**src/rtl/ppcm_pkg.sv**
```systemverilog
package ppcm_pkg;

  // Matrix dimension and the widths that follow from it
  localparam int MAX_LABELS = 32;
  localparam int LBL_W      = $clog2(MAX_LABELS);
  localparam int CNT_W      = $clog2(MAX_LABELS + 1);
  localparam int ADDR_W     = 2 * LBL_W;
  localparam int COEF_DEPTH = MAX_LABELS * MAX_LABELS;

  // Fixed field widths
  localparam int VAL_W  = 16;
  localparam int PROD_W = 2 * VAL_W;
  localparam int ACC_W  = 38;
  localparam int CFG_W  = 6;
  localparam int FRAC_W = 14;

  // Input word kinds carried on tuser
  localparam logic REQ_COEF  = 1'b0;
  localparam logic REQ_SCORE = 1'b1;

  typedef logic signed [ACC_W-1:0]  acc_t;
  typedef logic signed [VAL_W-1:0]  val_t;
  typedef logic signed [PROD_W-1:0] prod_t;

  // Coefficient memory write request
  typedef struct packed {
    logic              en;
    logic [ADDR_W-1:0] addr;
    val_t              data;
  } coef_wr_t;

  // Coefficient memory read request
  typedef struct packed {
    logic              en;
    logic [ADDR_W-1:0] addr;
  } coef_rd_t;

endpackage

```
**src/rtl/ppcm_cell.sv**
```systemverilog
module ppcm_cell (
  input  logic          clk,
  input  logic          rst_n,
  input  logic          shift_en,
  input  ppcm_pkg::acc_t nb_in,
  output ppcm_pkg::acc_t acc_o
);
  import ppcm_pkg::*;

  acc_t acc_r;

  // Take the neighbor's accumulator on every ring step
  always_ff @(posedge clk) begin
    if (!rst_n) begin
      acc_r <= '0;
    end else if (shift_en) begin
      acc_r <= nb_in;
    end
  end

  assign acc_o = acc_r;

endmodule

```
**config.mk**
```make
export PLATFORM = sky130hd
export DESIGN_NAME = ppcm_cell
export DESIGN_NICKNAME = d
export VERILOG_FILES = /design/src/rtl/ppcm_pkg.sv /design/src/rtl/ppcm_cell.sv
export SDC_FILE = /design/constraint.sdc
export NUM_CORES = 1
export LEC_CHECK = 0
export ABC_AREA = 1
export BUFFER_PORTS_ARGS = -buffer_cell sky130_fd_sc_hd__buf_2
export CAP_MARGIN = 20
export CORE_MARGIN = 1.5
export CORE_UTILIZATION = 48
export DETAILED_ROUTE_END_ITERATION = 12
export GPL_ROUTABILITY_DRIVEN = 0
export GPL_TIMING_DRIVEN = 0
export PLACE_DENSITY_LB_ADDON = 0.25
export SETUP_SLACK_MARGIN = 0.15
export SYNTH_ARGS = -nofsm -noshare
export SYNTH_HDL_FRONTEND = slang
export SYNTH_SLANG_ARGS = --single-unit
```
**constraint.sdc**
```tcl
create_clock -name clk -period 1.95 [get_ports clk]
set_input_delay 0.4875 -clock clk [delete_from_list [all_inputs] [get_ports clk]]
set_output_delay 0.4875 -clock clk [all_outputs]
set_load 0.01 [all_outputs]
```
# Word-level counts from Yosys, hierarchy flattened
# Cells that the tools add are included.
# W data, S select, Z words.
dict set report word_totals {
  reg_bits 38
  input_bits 41
}

# Depth between registers and ports, before layout
# Gate-level depths: netlist of run 1.
dict set report logic_depth {
  depth_word 0
  ltp_mapped 5
  depth_no_buf 4
}

# Worst setup path after synthesis of run 1
# OpenSTA, ideal clock, no wires.
dict set report synth_path {
  kind {input to register}
  start {input shift_en}
  end {register acc_r[17], in the netlist acc_o[17]}
  setup_time_ns 0.113
  arrival_time_ns 0.926
  slack_ns 0.912
  stages 4
  path_buffers 2
  cell_sequence {buf_4 buf_2 nor2_1 nor2_1}
}
# element line_no
set synth_lines {}
lappend synth_lines {{from (decl)} ppcm_cell.sv:4} ;# input logic shift_en,
lappend synth_lines {{to (signal assigned)} ppcm_cell.sv:17} ;# acc_r <= nb_in;
lappend synth_lines {{to (decl)} ppcm_cell.sv:10} ;# acc_t acc_r;

# Worst setup path after layout of run 1
dict set report layout_path {
  start {register acc_r[7], in the netlist acc_o[7]}
  end {output acc_o[7]}
}
# element line_no
set layout_lines {}
lappend layout_lines {{to (decl)} ppcm_cell.sv:6} ;# output ppcm_pkg::acc_t acc_o
# No word-level cell between the ends.

==> impl_metrics.ini, run 1 <==
[placement]
dp_hpwl_um = 2330
portBuffers = 76

[global_routing]
antenna_found_initial = 0
grt_max_degree = 13
grt_pass1_wl_um = 5260
grt_pass1_vias = 1334
overflow = 0
grt_usage_pct = 19.4

[sta]
fin_setup_tns_ps = 0
hold_viol = 0
slew_viol_final = 0
tightest_slew_ps = 426
finalCritPeriodShare_pct = 67.8
clock_skew_ps = 0
period_needed_ps = 1320
rsz0062_at_grt = false
setup_viol = 0
relSlewSlack_pct = 71.6
fmax_mhz = 756

[setup_path]
start_kind = register
r2r_start = acc_o[7]$_SDFFE_PN0P_
crit_path_top_delay_cell = dfxtp_1
rr_endpoint = acc_o[7]$_SDFFE_PN0P_
critPathMaxStageDelay_ps = 370
crit_path_cell_trace = buf_2
worst-path-buf-inv = 1
path_depth = 1
worst_setup_path_startpoint = acc_o[7]$_SDFFE_PN0P_
setup.worst_path.end = acc_o[7]
worst_ep_required_time_ps = 1460
worstPathArrival_ps = 840
end_kind = output port
path_delay_family = flip-flops
rrSetupSlack_ps = 1370
rr_worst_depth = 2
cp_max_fo = 2
critical_path_class = register to output port

[final_layout]
nets = 364
drive_gt1_share_pct = 29.3
multi_input_area_sq_um = 571
syn_to_final_growth_pct = 35.6
fin_util_pct = 68.3
diodes = 0
fill_cells = 309
largest_reg_flops = 38
regArea_sq_um = 761

[die]
die_w_um = 59.6
dieArea_sq_um = 3550
row_count = 20
pin_count = 79
start_util_pct = 50.4
die_y_um = 59.6
core-area_sq_um = 3050

[status]
status = finished clean

[power]
vdd_drop_max_mv = 0.501
p_leak_nw = 1.31
power_density_nw_per_um2 = 863

[yosys]
synth_area_leader_cell = dfxtp_1
yosys.area_share.simple_pct = 37.1
synth_top_family_by_area = simple AND/OR/NAND/NOR gates
yosysSeqAreaShare_pct = 49.5
synth_compound_gate_area_share_pct = 0
synth_mux_area_share_pct = 0
synthTopCellsByArea = dfxtp_1, nand2_1, nor2_1
avgSynthCellArea_sq_um = 6.41
synth-seq-cells = 38
syn_nets = 281
synth_cell_types = 7
synth-xor-area-share_pct = 0
syn-cell-area_sq_um = 1540
syn_inst = 240
synth_adder_area_share_pct = 0
synth.yosys.warnings = 0
synth_top_area_share_pct = 49.5

[clocking]
clk_pin_slew_worst_paths_ps = 110
cts_sinks = 38
clockRootBuffer = clkbuf_4
cts_resized = 0
postCtsSetupBuffers = 0
cts_made_buffers = 5
cts_tree = done
htreeDepth = 2
cts_hold_buffers = 0
clk_latency_ps = 330
cts_buffer_depth = 2

[route]
drt_iter0_markers = 51
routed-wl-met2_um = 1440
top_layer_used = met4
drt_first_pass_iters = 4
wirelength_um = 3150
vias_per_cell = 4.10
dr_wl_met3_um = 197
drcViolationCount = 0
final_antenna_net_count = 0
num_vias = 1508
wl_met1_um = 1480
avgRoutedWirePerCell_um = 8.57

[worst_hold_path]
min_path_type = primary input to register

[job]
drv_cap = 0
metal layers:
metal,vias to the layer above,global-route usage (%)
met5,-,0
met4,0,7.62
met3,7,4.37
met2,49,33.8
met1,613,23.1
li1,839,-
cell usage after synthesis:
master     n
inv_1     38
nand2_1   76
buf_4      2
dfxtp_1   38
buf_2      9
nor2_1    76
clkbuf_1   1
how the worst min path moves through the flow:
stage	start	endpoint	slack [ps]	depth (start not counted)
6_report	nb_in[23]	acc_o[23]$_SDFFE_PN0P_	430	5
4_1_cts	nb_in[23]	acc_o[23]$_SDFFE_PN0P_	420	5
5_1_grt	nb_in[31]	acc_o[31]$_SDFFE_PN0P_	440	5
3_3_place_gp	acc_o[29]$_SDFFE_PN0P_	acc_o[29]$_SDFFE_PN0P_	450	2
3_5_place_dp	acc_o[29]$_SDFFE_PN0P_	acc_o[29]$_SDFFE_PN0P_	460	2
2_1_floorplan	acc_o[10]$_SDFFE_PN0P_	acc_o[10]$_SDFFE_PN0P_	490	2
per-stage QoR:
stage,cells,instance area (sq um),hold slack [ps],total power (W),worst slack (ps)
global placement,360,1970,452,0.00113,803
detailed placement,360,1970,459,0.00114,793
finish,368,2080,428,0.00180,627
floorplan,240,1540,492,0.00102,912
CTS,368,2080,419,0.00182,613
global route,368,2080,435,0.00189,589
where the power goes:
| group | internal, W | switching, W |
|---|---|---|
| clock | 0.000434 | 0.000250 |
| combinational | 0.000117 | 0.000142 |
| sequential | 0.000830 | 0.0000252 |
tightest hold or removal path, stage by stage:
cell and delay (ps):
buf_2 70, inv_1 30, nand2_1 40, nand2_1 40, nor2_1 60
cell type report:
| cell class | count | share of cell area, % |
|---|---|---|
| Sequential cell | 38 | 36.5 |
| Multi-Input combinational cell | 152 | 27.4 |
| Timing Repair Buffer | 76 | 18.2 |
| Inverter | 38 | 6.84 |
| Buffer | 12 | 3.06 |
| Clock inverter | 2 | 2.88 |
| Tap cell | 44 | 2.64 |
| Clock buffer | 6 | 2.46 |
cell usage in the layout (no fill, tap or decap):
cell	instances
buf_2	85
buf_4	2
bufinv_16	2
clkbuf_1	1
clkbuf_4	5
clkbuf_8	1
dfxtp_1	38
inv_1	38
nand2_1	76
nor2_1	76
cell families after synthesis:
family        Yosys count
simple gates          152
buf+inv                50
flops                  38
No activity file was read; power rests on OpenSTA's default activity.
==> run 2, diff against run 1 <==
--- a/config.mk
+++ b/config.mk
@@ -9,7 +9,7 @@
 export BUFFER_PORTS_ARGS = -buffer_cell sky130_fd_sc_hd__buf_2
 export CAP_MARGIN = 20
 export CORE_MARGIN = 1.5
-export CORE_UTILIZATION = 48
+export CORE_UTILIZATION = 44
 export DETAILED_ROUTE_END_ITERATION = 12
 export GPL_ROUTABILITY_DRIVEN = 0
 export GPL_TIMING_DRIVEN = 0
==> constraint.sdc (replaced) <==
create_clock -name clk -period 1.4 [get_ports clk]
set_input_delay 0.35 -clock clk [delete_from_list [all_inputs] [get_ports clk]]
set_output_delay 0.35 -clock clk [all_outputs]
set_load 0.01 [all_outputs]
==> run 2 against run 1 <==
Effect of this change:
- critical path depth did not move
- worst setup slack worse by 400 ps
- flip-flop and latch count did not move
- global-route usage decreased by 2.3 points
- final cell count grew 0.54%
- count of clock-buffer cells in the layout is 1 higher
- register-to-register slack lost 540 ps
- hold slack got worse by 130 ps
- wire length is 2.3% lower
- largest cell class unchanged
==> impl_metrics.ini, run 2 (synthesized netlist as in run 1, its figures left out) <==
[worst_hold_path]
min_path_type = primary input to register

[placement]
portBuffers = 76
dp_hpwl_um = 2300

[die]
die_y_um = 62.1
die_w_um = 62.1
start_util_pct = 46.1
core-area_sq_um = 3340
dieArea_sq_um = 3860
pin_count = 79
row_count = 21

[setup_path]
critPathMaxStageDelay_ps = 360
rr_endpoint = acc_o[12]$_SDFFE_PN0P_
path_delay_family = flip-flops
worst_ep_required_time_ps = 1050
path_depth = 1
worst-path-buf-inv = 1
start_kind = register
cp_max_fo = 2
worstPathArrival_ps = 820
rrSetupSlack_ps = 830
critical_path_class = register to output port
r2r_start = acc_o[12]$_SDFFE_PN0P_
rr_worst_depth = 2
crit_path_cell_trace = buf_2
end_kind = output port
setup.worst_path.end = acc_o[20]
worst_setup_path_startpoint = acc_o[20]$_SDFFE_PN0P_
crit_path_top_delay_cell = dfxtp_1

[clocking]
cts_resized = 0
clk_latency_ps = 320
cts_hold_buffers = 0
clockRootBuffer = clkbuf_4
cts_buffer_depth = 2
cts_tree = done
cts_made_buffers = 5
cts_sinks = 38
htreeDepth = 2
postCtsSetupBuffers = 0
clk_pin_slew_worst_paths_ps = 110

[final_layout]
fin_util_pct = 61.0
nets = 364
fill_cells = 359
drive_gt1_share_pct = 29.0
final_common_cell = buf_2
layout_common_cells = buf_2, nor2_1, nand2_1
diodes = 0
largest_reg_flops = 38
syn_to_final_growth_pct = 32.4

[sta]
fin_setup_tns_ps = 0
tightest_slew_ps = 417
relSlewSlack_pct = 72.2
period_needed_ps = 1170
rsz0062_at_grt = false
setup_viol = 0
hold_viol = 0
clock_skew_ps = 0
slew_viol_final = 0
finalCritPeriodShare_pct = 83.9
fmax_mhz = 852

[power]
p_leak_nw = 1.29
comb_power_share_pct = 17.0
switching_share_pct = 26.5
p_total_w = 0.00213
power_density_nw_per_um2 = 1040
seqPwrFrac_pct = 56.0
clkPwrFrac_pct = 27.0
vdd_drop_max_mv = 0.645
switchingPower_w = 0.000563
p_int_w = 0.00156

[route]
drcViolationCount = 0
drt_iter0_markers = 55
vias_per_cell = 4.13
final_antenna_net_count = 0
avgRoutedWirePerCell_um = 8.33
drt_first_pass_iters = 4
wirelength_um = 3080
num_vias = 1529

[global_routing]
grt_usage_pct = 17.1
antenna_found_initial = 0
grt_max_degree = 12
grt_pass1_wl_um = 5420
grt_pass1_vias = 1359
overflow = 0

[status]
status = finished clean

[job]
drv_cap = 0
## run 2: cell count changes in the layout (fill, tap and decap cells not counted), sizes merged
cell	delta
clkbuf	+1
clkinv	+1
bufinv	-2
## run 2: metal layers
layer,up-vias,global-route usage (%),wire (um)
li1,840,-,-
met1,638,20.1,1390
met2,49,28.5,1400
met3,2,6.88,260
met4,0,5.83,22
met5,-,0,0
## run 2: how the worst min path moves through the flow
stage,endpoint,cells after the start,from,slack (ps)
6_report,acc_o[16]$_SDFFE_PN0P_,5,nb_in[16],300
5_1_grt,acc_o[29]$_SDFFE_PN0P_,5,nb_in[29],290
4_1_cts,acc_o[16]$_SDFFE_PN0P_,5,nb_in[16],280
3_5_place_dp,acc_o[37]$_SDFFE_PN0P_,2,acc_o[37]$_SDFFE_PN0P_,460
3_3_place_gp,acc_o[8]$_SDFFE_PN0P_,2,acc_o[8]$_SDFFE_PN0P_,450
2_1_floorplan,acc_o[10]$_SDFFE_PN0P_,2,acc_o[10]$_SDFFE_PN0P_,490
## run 2: worst register-to-register path, cell delays in order (launching register included)
cell and delay [ps]:
dfxtp_1 330, nor2_1 90, nor2_1 50
## run 2: power by group through the flow
stage          Clock [W]  Sequential [W]  Combinational (W)
4_1_cts         0.000597         0.00119           0.000367
3_3_place_gp           0         0.00121           0.000363
5_1_grt         0.000656         0.00120           0.000413
3_5_place_dp           0         0.00122           0.000366
2_1_floorplan          0         0.00125           0.000173
6_report        0.000575         0.00119           0.000361
## run 2: stage by stage
stage	instance area (sq um)	hold WS [ps]	worst slack (ps)	std cells
after floorplan	1540	492	499	240
after global placement	1980	452	380	362
after detailed placement	1980	459	370	362
after CTS	2040	284	215	370
after global routing	2040	285	159	370
final	2040	298	226	370
## run 2: cell type report
cell class	instances	area (sq um)	area share, %
clock inverter	1	5.00	0.246
sequential	38	761	37.4
buffer	12	63.8	3.13
timing repair buffer	76	380	18.7
tap	46	57.6	2.83
multi-input combinational	152	571	28.0
clock buffer	7	55.1	2.70
inverter	38	143	7.01
